`src/rtl/vec3_length_and_normalize_assert.svh`:
```
// assertion macros for the vec3 length and normalize block
// no dependencies; included by the top-level module, which checks itself
`ifndef VEC3_LENGTH_AND_NORMALIZE_ASSERT_SVH
`define VEC3_LENGTH_AND_NORMALIZE_ASSERT_SVH

// same-cycle implication, disabled while the active-low rst_n is low
`define V3LN_ASSERT_IMP(label, clk, rst_n, ante, cons, msg) \
    label: assert property (@(posedge clk) disable iff (!rst_n) (ante) |-> (cons)) \
        else $error(msg);

// next-cycle implication
`define V3LN_ASSERT_NXT(label, clk, rst_n, ante, cons, msg) \
    label: assert property (@(posedge clk) disable iff (!rst_n) (ante) |=> (cons)) \
        else $error(msg);

`endif

```
`src/rtl/v3ln_pkg.sv`:
```
// shared constants for the vec3 length and normalize pipeline
// no dependencies
package v3ln_pkg;
    localparam int COMP_W     = 16;  // Q8.8 component width
    localparam int SUM_W      = 32;  // sum of squares width
    localparam int ROOT_W     = 16;  // length width
    localparam int QUOT_W     = 15;  // unit magnitude width
    localparam int SQRT_PER   = 2;   // root bits per stage
    localparam int SQRT_ST    = 8;   // root stages
    localparam int DIV_STEPS  = 15;  // quotient bits
    localparam int DIV_PER    = 2;   // quotient bits per stage
    localparam int DIV_ST     = 8;   // divide stages
    localparam int LATENCY    = 2 + SQRT_ST + DIV_ST + 1;
    localparam int UNIT_ONE   = 16384;

    typedef logic [COMP_W-1:0] t_mag;
endpackage

```
`src/rtl/v3ln_sqrt.sv`:
```
// pipelined integer square root, two root bits per stage
// depends on v3ln_pkg
module v3ln_sqrt #(
    parameter int SW = 51
) (
    input  logic                          i_clk,
    input  logic                          i_en,
    input  logic [v3ln_pkg::SUM_W-1:0]    i_sum,
    input  logic [SW-1:0]                 i_side,
    output logic [v3ln_pkg::ROOT_W-1:0]   o_root,
    output logic [SW-1:0]                 o_side
);
    localparam int NS = v3ln_pkg::SQRT_ST;
    localparam int RW = v3ln_pkg::ROOT_W + 3;

    logic [RW-1:0]                  r_rem  [NS];
    logic [v3ln_pkg::ROOT_W-1:0]    r_q    [NS];
    logic [v3ln_pkg::SUM_W-1:0]     r_n    [NS];
    logic [SW-1:0]                  r_side [NS];

    for (genvar s = 0; s < NS; s++) begin : g_st
        logic [RW-1:0]               a_rem, n_rem;
        logic [v3ln_pkg::ROOT_W-1:0] a_q, n_q;
        logic [v3ln_pkg::SUM_W-1:0]  a_n, n_n;
        logic [SW-1:0]               a_side;

        if (s == 0) begin : g_first
            assign a_rem  = '0;
            assign a_q    = '0;
            assign a_n    = i_sum;
            assign a_side = i_side;
        end else begin : g_next
            assign a_rem  = r_rem[s-1];
            assign a_q    = r_q[s-1];
            assign a_n    = r_n[s-1];
            assign a_side = r_side[s-1];
        end

        always_comb begin
            logic [RW-1:0] trial;
            n_rem = a_rem;
            n_q   = a_q;
            n_n   = a_n;
            for (int k = 0; k < v3ln_pkg::SQRT_PER; k++) begin
                // bring down the next two bits, try root*4+1
                n_rem = {n_rem[RW-3:0], n_n[v3ln_pkg::SUM_W-1 -: 2]};
                n_n   = {n_n[v3ln_pkg::SUM_W-3:0], 2'b00};
                trial = {1'b0, n_q, 2'b01};
                if (n_rem >= trial) begin
                    n_rem = n_rem - trial;
                    n_q   = {n_q[v3ln_pkg::ROOT_W-2:0], 1'b1};
                end else begin
                    n_q   = {n_q[v3ln_pkg::ROOT_W-2:0], 1'b0};
                end
            end
        end

        always_ff @(posedge i_clk) begin
            if (i_en) begin
                r_rem[s]  <= n_rem;
                r_q[s]    <= n_q;
                r_n[s]    <= n_n;
                r_side[s] <= a_side;
            end
        end
    end

    assign o_root = r_q[NS-1];
    assign o_side = r_side[NS-1];
endmodule

```
`config.mk`:
```
export PLATFORM = sky130hd
export DESIGN_NAME = v3ln_sqrt
export DESIGN_NICKNAME = d
export VERILOG_FILES = /design/src/rtl/vec3_length_and_normalize_assert.svh /design/src/rtl/v3ln_pkg.sv /design/src/rtl/v3ln_sqrt.sv
export SDC_FILE = /design/constraint.sdc
export NUM_CORES = 1
export LEC_CHECK = 0
export ABC_AREA = 0
export BUFFER_PORTS_ARGS = -buffer_cell sky130_fd_sc_hd__buf_2
export CAP_MARGIN = 5
export CELL_PAD_IN_SITES_DETAIL_PLACEMENT = 0
export CELL_PAD_IN_SITES_GLOBAL_PLACEMENT = 1
export CORE_ASPECT_RATIO = 1.1
export CORE_MARGIN = 2
export CORE_UTILIZATION = 35
export CTS_CLUSTER_DIAMETER = 80
export CTS_CLUSTER_SIZE = 25
export DETAILED_ROUTE_END_ITERATION = 8
export PLACE_DENSITY_LB_ADDON = 0.1
export SLEW_MARGIN = 20
export SYNTH_ARGS = -nofsm -noshare
export SYNTH_HDL_FRONTEND = slang
export SYNTH_SLANG_ARGS = --single-unit
export TNS_END_PERCENT = 1
```
`constraint.sdc`:
```
create_clock -name i_clk -period 4.3 [get_ports i_clk]
set_input_delay 0.645 -clock i_clk [delete_from_list [all_inputs] [get_ports i_clk]]
set_output_delay 0.645 -clock i_clk [all_outputs]
set_load 0.02 [all_outputs]
```
==> reports/qor.txt <==
status: finished, final reports clean
DRC: 0
maxcap violations: 0
share of layout cells above drive strength 1: 31.0%
Final Hold Slack: 0.189 ns
reg2reg path depth: 20
Place WS: -0.416 ns
TritonCTS clock tree: yes
Layout area overhead: 25.8%
FF-to-FF setup slack: 0.03 ns
Worst R2R Start: r_q[1][38]
RSZ-0062 raised after global routing: true
CP dominant cell by count: a21o_1
final setup skew: 0.0296 ns
ys async rst share: 0%
Synth Flop Type: edfxtp_1
Req. time, crit path: 4.65 ns
Crit-path slowest cell: edfxtp_1
Crit. End Element: flip-flop
met2 Use GR: 24.7%
Final Worst Setup Slack: 0.0339 ns
gr usage total: 14.8%
crit path max fanout: 6
Tmin final: 4.27 ns
clk sinks: 703
Die H: 316 µm
final slew viol count: 0
Worst-path clk slew: 0.09 ns
post-synthesis register bit count: 703
Slew HR: 50.4%
hold endpoint: r_side[0][31]
GR Util met1: 19.2%
hold path depth: 1
Initial Util: 35.2%
RR Endpoint: r_q[1][48]
Ant. Diodes: 0
critical-path cell list: inv_2 -> ha_4 -> a21o_1 -> a21o_1 -> or3_4 -> o31ai_4 -> o21bai_4 -> buf_4 -> nand3_1 -> o21ai_1 -> ha_1 -> a21o_1 -> a21o_1 -> a21o_1 -> a21o_1 -> a21o_1 -> a211oi_2 -> nor3_2 -> nor2_1 -> o211ai_1
Routed Antenna Nets: 0
Final Net Count: 3060
CTS Buf Count: 42
routed vias: 19187
HP Class: in2reg
DRT iter0 DRCs: 996
GP Congestion: 0.898
Crit path max-delay family: compound AO/OA/AOI/OAI gates
met3 GRT Util: 3.21%
final number of hold-violating endpoints: 0
number of synthesis warnings: 0
setup violators final: 0
first-pass GRT wire length: 105 mm
maximum vdd ir drop: 0.000357 V
worst stage delay on the critical path: 0.45 ns
largest net degree at the start of global routing: 105
routed vias/inst: 4.79
DIE AREA: 90700 µm²
Row Count: 114
wirelength, routed: 68.6 mm
GR peak layer: met2
clk buf depth: 3
Die Width: 287 µm
input/output buffers: 151
gate count of the mapped netlist: 2195
register area share after synthesis: 68.3%
core area: 87700 µm²
grt total ovfl: 0
Root Driver: clkbuf_16
Yosys cell types: 90
Buf/Inv on CP: 2
io pins: 152
worst-margin pin slew: 0.738 ns
wire per inst: 17.1 µm
worst skew pair latency: 0.62 ns
crit path kind: reg2reg
Cell Pwr Density: 491 nW/µm²
vias in the first global route: 19221
initial antenna violation count: 9
First-pass DRT Iterations: 5
Synth Area per Inst: 14.1 µm²
startpoint class of the critical path: flip-flop
synthesized cell area: 30900 µm²
HPWL Detailed: 50.7 mm
WP data arrival: 4.61 ns
Max Freq: 234 MHz
P_leak: 15.3 nW
TNS Setup: 0 ns
H-tree levels: 2
EDFF count, synth: 703
Tcrit/Tclk final: 99.2%
min-delay src: i_side[31]
==> sequential cells by signal, summed over array words and instances (netlist names) <==
signal	cells
r_q	72
r_rem	111
r_n	112
r_side	408
==> synth_stat cells (all sizes together) (20+ instances only) <==
library cell | instances | area share, %
ha | 148 | 6.0
nand2 | 130 | 1.6
xnor2 | 97 | 2.7
nand3 | 48 | 0.78
nand2b | 24 | 0.51
o21ai | 90 | 1.5
xor2 | 44 | 1.2
nor2b | 20 | 0.40
o21a | 26 | 0.63
nand4 | 28 | 0.57
nor4 | 21 | 0.49
edfxtp | 703 | 68
mux2 | 23 | 0.85
a21o | 52 | 1.3
nor3 | 41 | 0.68
clkbuf | 23 | 0.28
nor2 | 161 | 2.0
inv | 133 | 1.6
a21oi | 122 | 2.0
==> cell families after synthesis <==
family / Yosys count / synth area share [%]
mux: 36 / 1.27
fa+ha+maj: 148 / 5.99
other cells: 1 / 0.0121
simple gates: 564 / 9.07
buf+inv: 172 / 2.20
compound gates: 430 / 9.13
flops: 703 / 68.3
xor+xnor: 141 / 4.00
==> per-layer routing <==
layer | part of all wire, % | up-vias
li1 | - | 9511
met1 | 44 | 9248
met2 | 48 | 290
met3 | 4.5 | 122
met4 | 3.1 | 16
met5 | 0.17 | -
==> where the power goes <==
| part | internal (W) | switching [W] |
|---|---|---|
| combinational | 0.00293 | 0.00310 |
| clock | 0.00192 | 0.00240 |
| sequential | 0.00842 | 0.000324 |
==> area by class of cell <==
cell class | instances | area [µm²]
Sequential cell | 703 | 21100
Inverter | 134 | 515
Clock inverter | 22 | 299
Timing Repair Buffer | 624 | 4510
Clock buffer | 43 | 1050
Tap cell | 1160 | 1450
Fill cell | 8146 | 48900
Multi-Input combinational cell | 1322 | 9910
==> worst max-delay path by stage <==
stage | start | to | slack [ns] | cells after the start
after floorplan | r_rem[4][7] | r_rem[5][10] | -0.09 | 17
after global placement | r_q[1][18] | r_rem[6][13] | -0.37 | 20
after detailed placement | r_q[1][27] | r_rem[6][2] | -0.42 | 20
after CTS | r_q[1][38] | r_q[1][48] | -0.02 | 20
after global routing | r_q[1][22] | r_rem[6][14] | -0.14 | 20
final | r_q[1][38] | r_q[1][48] | 0.03 | 20
==> placed cells by master (no fill, tap or decap), types with 10 or more instances in the layout <==
cell,netlist,routed
nor4_1,19,11
clkbuf_16,0,43
o21ai_1,4,19
a21oi_1,121,100
xor2_1,44,44
mux2i_1,13,11
inv_1,126,114
nand2_1,130,124
xnor2_1,97,95
inv_2,6,17
o21a_1,26,26
and2_1,19,17
or3_1,14,13
edfxtp_1,703,703
buf_2,11,150
nor3_1,40,35
a211oi_1,16,10
a21oi_2,1,21
a21o_1,52,52
buf_12,0,10
or2_2,11,11
ha_4,0,12
nand2b_1,23,22
o21bai_1,15,14
a31oi_1,12,12
ha_1,148,131
buf_4,2,451
nor2_1,161,152
mux2_2,21,20
o21ai_2,2,10
nor2b_1,20,19
nand4_1,28,28
nand3_1,48,47
o21ai_0,84,59
o211ai_1,14,14
==> what timing repair did <==
item,4_1_cts,5_1_grt
pin swaps,13,61
hold buffers,0,0
setup endpoints to repair,84,98
resized for setup,58,137
setup buffers,13,32
gates cloned,0,2
==> metrics by stage <==
| stage | instances | cell area (µm²) | total power [W] | utilization, % |
|---|---|---|---|---|
| 2_1_floorplan | 2196 | 30900 | 0.0121 | - |
| 3_3_place_gp | 3896 | 36300 | 0.0144 | 41.4 |
| 3_5_place_dp | 3896 | 36300 | 0.0145 | 41.4 |
| 4_1_cts | 3974 | 38000 | 0.0191 | 43.3 |
| 5_1_grt | 4008 | 38900 | 0.0202 | 44.3 |
| 6_report | 4008 | 38900 | 0.0191 | 44.3 |
No activity file was read; power rests on OpenSTA's default activity.
