[src/rtl/vec3_length_and_normalize_assert.svh]
// assertion macros for the vec3 length and normalize block
// no dependencies; included by the top-level module, which checks itself
`ifndef VEC3_LENGTH_AND_NORMALIZE_ASSERT_SVH
`define VEC3_LENGTH_AND_NORMALIZE_ASSERT_SVH

// same-cycle implication, disabled while the active-low rst_n is low
`define V3LN_ASSERT_IMP(label, clk, rst_n, ante, cons, msg) \
    label: assert property (@(posedge clk) disable iff (!rst_n) (ante) |-> (cons)) \
        else $error(msg);

// next-cycle implication
`define V3LN_ASSERT_NXT(label, clk, rst_n, ante, cons, msg) \
    label: assert property (@(posedge clk) disable iff (!rst_n) (ante) |=> (cons)) \
        else $error(msg);

`endif

[src/rtl/v3ln_pkg.sv]
// shared constants for the vec3 length and normalize pipeline
// no dependencies
package v3ln_pkg;
    localparam int COMP_W     = 16;  // Q8.8 component width
    localparam int SUM_W      = 32;  // sum of squares width
    localparam int ROOT_W     = 16;  // length width
    localparam int QUOT_W     = 15;  // unit magnitude width
    localparam int SQRT_PER   = 2;   // root bits per stage
    localparam int SQRT_ST    = 8;   // root stages
    localparam int DIV_STEPS  = 15;  // quotient bits
    localparam int DIV_PER    = 2;   // quotient bits per stage
    localparam int DIV_ST     = 8;   // divide stages
    localparam int LATENCY    = 2 + SQRT_ST + DIV_ST + 1;
    localparam int UNIT_ONE   = 16384;

    typedef logic [COMP_W-1:0] t_mag;
endpackage

[src/rtl/v3ln_div.sv]
// three-lane pipelined restoring divider: (mag << 14) / length
// depends on v3ln_pkg
module v3ln_div #(
    parameter int SW = 20
) (
    input  logic                          i_clk,
    input  logic                          i_en,
    input  logic [v3ln_pkg::ROOT_W-1:0]   i_den,
    input  v3ln_pkg::t_mag                i_mag [3],
    input  logic [SW-1:0]                 i_side,
    output logic [v3ln_pkg::QUOT_W-1:0]   o_quot [3],
    output logic [SW-1:0]                 o_side
);
    localparam int NS = v3ln_pkg::DIV_ST;
    localparam int DW = v3ln_pkg::ROOT_W;
    localparam int QW = v3ln_pkg::QUOT_W;

    logic [DW-1:0] r_rem  [NS][3];
    logic [QW-1:0] r_q    [NS][3];
    logic [QW-1:0] r_lo   [NS][3];
    logic [DW-1:0] r_den  [NS];
    logic [SW-1:0] r_side [NS];

    for (genvar s = 0; s < NS; s++) begin : g_st
        logic [DW-1:0] a_rem [3];
        logic [QW-1:0] a_q   [3];
        logic [QW-1:0] a_lo  [3];
        logic [DW-1:0] a_den;
        logic [SW-1:0] a_side;
        logic [DW-1:0] n_rem [3];
        logic [QW-1:0] n_q   [3];
        logic [QW-1:0] n_lo  [3];

        for (genvar l = 0; l < 3; l++) begin : g_lane
            if (s == 0) begin : g_first
                // quotient fits 15 bits, so the top part of the dividend starts below length
                assign a_rem[l] = {1'b0, i_mag[l][DW-1:1]};
                assign a_q[l]   = '0;
                assign a_lo[l]  = {i_mag[l][0], {(QW-1){1'b0}}};
            end else begin : g_next
                assign a_rem[l] = r_rem[s-1][l];
                assign a_q[l]   = r_q[s-1][l];
                assign a_lo[l]  = r_lo[s-1][l];
            end

            always_comb begin
                logic [DW:0] t;
                n_rem[l] = a_rem[l];
                n_q[l]   = a_q[l];
                n_lo[l]  = a_lo[l];
                for (int k = 0; k < v3ln_pkg::DIV_PER; k++) begin
                    if (s * v3ln_pkg::DIV_PER + k < v3ln_pkg::DIV_STEPS) begin
                        t        = {n_rem[l], n_lo[l][QW-1]};
                        n_lo[l]  = {n_lo[l][QW-2:0], 1'b0};
                        if (t >= {1'b0, a_den}) begin
                            t       = t - {1'b0, a_den};
                            n_q[l]  = {n_q[l][QW-2:0], 1'b1};
                        end else begin
                            n_q[l]  = {n_q[l][QW-2:0], 1'b0};
                        end
                        n_rem[l] = t[DW-1:0];
                    end
                end
            end

            always_ff @(posedge i_clk) begin
                if (i_en) begin
                    r_rem[s][l] <= n_rem[l];
                    r_q[s][l]   <= n_q[l];
                    r_lo[s][l]  <= n_lo[l];
                end
            end
        end

        if (s == 0) begin : g_fd
            assign a_den  = i_den;
            assign a_side = i_side;
        end else begin : g_nd
            assign a_den  = r_den[s-1];
            assign a_side = r_side[s-1];
        end

        always_ff @(posedge i_clk) begin
            if (i_en) begin
                r_den[s]  <= a_den;
                r_side[s] <= a_side;
            end
        end
    end

    for (genvar l = 0; l < 3; l++) begin : g_out
        assign o_quot[l] = r_q[NS-1][l];
    end
    assign o_side = r_side[NS-1];
endmodule

[config.mk]
export PLATFORM = sky130hd
export DESIGN_NAME = v3ln_div
export DESIGN_NICKNAME = d
export VERILOG_FILES = /design/src/rtl/vec3_length_and_normalize_assert.svh /design/src/rtl/v3ln_pkg.sv /design/src/rtl/v3ln_div.sv
export SDC_FILE = /design/constraint.sdc
export NUM_CORES = 2
export LEC_CHECK = 0
export ABC_CLOCK_PERIOD_IN_PS = 8300
export BUFFER_PORTS_ARGS = -buffer_cell sky130_fd_sc_hd__buf_2
export CORE_ASPECT_RATIO = 0.8
export CORE_MARGIN = 2
export CORE_UTILIZATION = 30
export CTS_CLUSTER_SIZE = 10
export DETAILED_ROUTE_END_ITERATION = 10
export HOLD_SLACK_MARGIN = 0.1
export PLACE_DENSITY_LB_ADDON = 0.1
export RECOVER_POWER = 50
export SLEW_MARGIN = 20
export SYNTH_ARGS = -nofsm -noshare
export SYNTH_HDL_FRONTEND = slang
export SYNTH_SLANG_ARGS = --single-unit
[constraint.sdc]
create_clock -name i_clk -period 8.3 [get_ports i_clk]
set_input_delay 1.66 -clock i_clk [delete_from_list [all_inputs] [get_ports i_clk]]
set_output_delay 1.66 -clock i_clk [all_outputs]
set_load 0.01 [all_outputs]
==> impl_metrics.py <==
metrics = {
    "status": {
        "run_status": "finished, violations left",
        "violations": "max-capacitance violations, max-slew violations",
    },
    "placed_design": {
        "preCtsSetupSlack_ns": 0.725,
        "hpwl_um": 153000,
        "io_buffers": 150,
        "gp_congestion": 0.877,
        "numPlacedInstances": 9046,
    },
    "timing": {
        "holdWs_ns": 0.378,
        "finalMaxSlewViolations": 391,
        "setup_slack_ns": 1.09,
        "fmax_ghz": 0.139,
        "slew_headroom_pct": -206,
        "finalClockSkew_ns": 0.105,
        "period_minus_slack_ns": 7.21,
        "timing.final.crit_share_pct": 86.9,
        "hold_viol_final": 0,
        "rsz0062_at_grt": "false",
        "finalSetupViolCount": 0,
        "tightest_slew_ns": 4.59,
        "finalSetupTns_ns": 0,
    },
    "synth": {
        "ys_warn_count": 0,
        "synth_top_flop_cell": "edfxtp_1",
        "postSynth.asyncResetShare_pct": 0,
        "syn_area_sq_um": 62900,
        "synth_enable_flop_cells": 821,
        "synth_nets": 6898,
        "avgSynthCellArea_sq_um": 10.3,
        "synth_cell_types": 97,
        "yosysSeqAreaShare_pct": 39.2,
        "syn_inst": 6089,
        "ys_ff_latch": 821,
    },
    "clock_tree": {
        "clkTransAtPathRegs_ns": 0.06,
        "cts-buffers-inserted": 104,
        "cts_tree": "done",
        "hold_buffers": 0,
        "clock_sinks": 821,
        "postCtsSetupBuffers": 0,
        "clk_path_buf_depth": 3,
        "clock_latency_ns": 0.79,
        "cts_root_buffer": "clkbuf_16",
        "cts.htree.levels": 3,
        "post_cts_resized": 0,
    },
    "die": {
        "die_area_sq_um": 213000,
        "die_height_um": 414,
        "start_util_pct": 30.1,
        "coreArea_sq_um": 209000,
        "rows": 150,
        "die_x_um": 516,
        "boundaryPins": 151,
    },
    "route": {
        "drt_wl_total_um": 197000,
        "ant_nets": 0,
        "viasPerCell": 5.25,
        "wl_per_cell_um": 21.3,
        "drt-initial-drc-count": 4081,
        "vias": 48411,
        "route.detailed.drc": 0,
        "drt_pass1_iterations": 5,
    },
    "cells_and_area": {
        "nNetsFinal": 7149,
        "drive_above_1_share_pct": 12.7,
        "areaGrowthSynthToFinish_pct": 12.4,
        "regArea_sq_um": 24700,
        "fill_cells": 21283,
        "stdcell_count": 9216,
        "multi_input_area_sq_um": 36800,
    },
    "critical_path": {
        "cpPeakStageDelay_ns": 0.77,
        "crit_fanout": 28,
        "r2r_slack_ns": 1.09,
        "worstPathArrival_ns": 7.72,
        "cp_slowest_cell": "a21bo_1",
        "worst_setup_path_end_kind": "flop",
        "worstSetupPathType": "reg2reg",
        "worstPathRequired_ns": 8.81,
        "crit_path_frequent_cell": "o31a_1",
        "critical_path.cell_chain": "clkbuf_1, inv_1, buf_4, ha_1, nor2b_1, o31a_1, o41ai_2, o2111ai_1, o21bai_1, a2111oi_4, buf_4, mux2_2, ha_1, o21ai_0, a21oi_1, nor3_1, o31a_1, o31a_1, a31oi_1, a21oi_1, a21bo_1, mux2_2",
        "startpoint_type": "flop",
    },
    "global_routing": {
        "grt_pass1_wl_um": 290000,
        "grt_usage_pct": 18.0,
        "overflow": 0,
        "first_global_vias": 45440,
        "grt_start_max_net_pins": 136,
        "antenna_found_initial": 14,
    },
    "run": {
        "drv_cap": 7,
    },
    "worst_hold_path": {
        "hp-class": "reg2reg",
    },
}
==> metal layers <==
metal,GRT usage [%],routed length [um],vias up
met5,0,26,-
met4,3.09,2870,4
met3,3.06,12500,167
met2,23.4,73100,1264
met1,30.0,108000,23324
li1,-,-,23652
==> flip-flops by register name, summed over array words and instances, names as in the netlist <==
name / flops
r_side: 160
r_q: 213
r_rem: 336
r_den: 112
==> cells in the final DEF (no fill, tap or decap), types with 42 or more instances in the layout <==
master,instances
inv_1,271
xnor2_1,337
buf_4,78
nand3_1,120
nor2b_1,76
mux2_2,376
o21bai_1,77
clkbuf_16,104
xor2_1,154
a31oi_1,47
a21o_1,195
a211oi_1,62
o21ai_0,372
o211ai_1,49
a21oi_1,497
clkbuf_1,47
and3_1,42
buf_2,136
nand2_1,362
edfxtp_1,821
o21a_1,122
ha_1,699
nor3_1,125
nor2_1,477
nand2b_1,76
nand4_1,65
==> Yosys cell counts, drive strengths merged, types with 78 or more instances <==
cell | number | share of area [%]
inv | 274 | 1.6
xnor2 | 337 | 4.7
a21oi | 499 | 4.0
o21ai | 375 | 3.0
xor2 | 154 | 2.1
edfxtp | 821 | 39
mux2 | 392 | 7.1
o21a | 122 | 1.5
o21bai | 78 | 0.93
a21o | 195 | 2.3
nor2 | 477 | 2.8
nand3 | 120 | 0.95
nand2 | 363 | 2.2
nor3 | 126 | 1.0
ha | 699 | 14
==> worst paths after layout <==
check	from	end	cells after the start
setup / recovery	r_den[0][1]	r_rem[1][3]	22
setup reg to reg	r_den[0][1]	r_rem[1][3]	22
hold / removal	r_side[1][37]	r_side[1][57]	0
hold reg to reg	r_side[1][37]	r_side[1][57]	0
==> cell families after synthesis <==
group	share of synthesized area (%)
flip-flops	39.2
adder cells (fa/ha/maj)	14.7
XOR/XNOR	6.84
multiplexers	7.14
AND/OR/NAND/NOR	11.7
AO/OA/AOI/OAI	18.1
buffers and inverters	2.33
==> critical path, delay by kind of cell (launching register included) <==
| kind | cells | cell delay [ns] |
|---|---|---|
| compound gates | 12 | 3.69 |
| buf+inv | 4 | 1.09 |
| mux | 2 | 0.82 |
| fa+ha+maj | 2 | 0.68 |
| flops | 1 | 0.39 |
| simple gates | 2 | 0.23 |
==> final cells by class <==
class	instances	share of cell area, %
repair buffers	244	2.00
inverters	277	1.47
flip-flops and latches	821	34.9
multi-input cells	4892	52.1
clock inverters	40	0.779
clock buffers	127	3.80
diodes	3	0.0106
well taps	2812	4.98
==> stage by stage <==
stage          instance area (sq um)  utilization [%]
2_1_floorplan                  62900                -
3_3_place_gp                   67600             32.4
3_5_place_dp                   67600             32.4
4_1_cts                        70800             33.9
5_1_grt                        70700             33.9
6_report                       70700             33.9
Power is left out: the tool's default activity adds up to more than one toggle a clock period on the data nets, which glitch-free logic cannot reach.
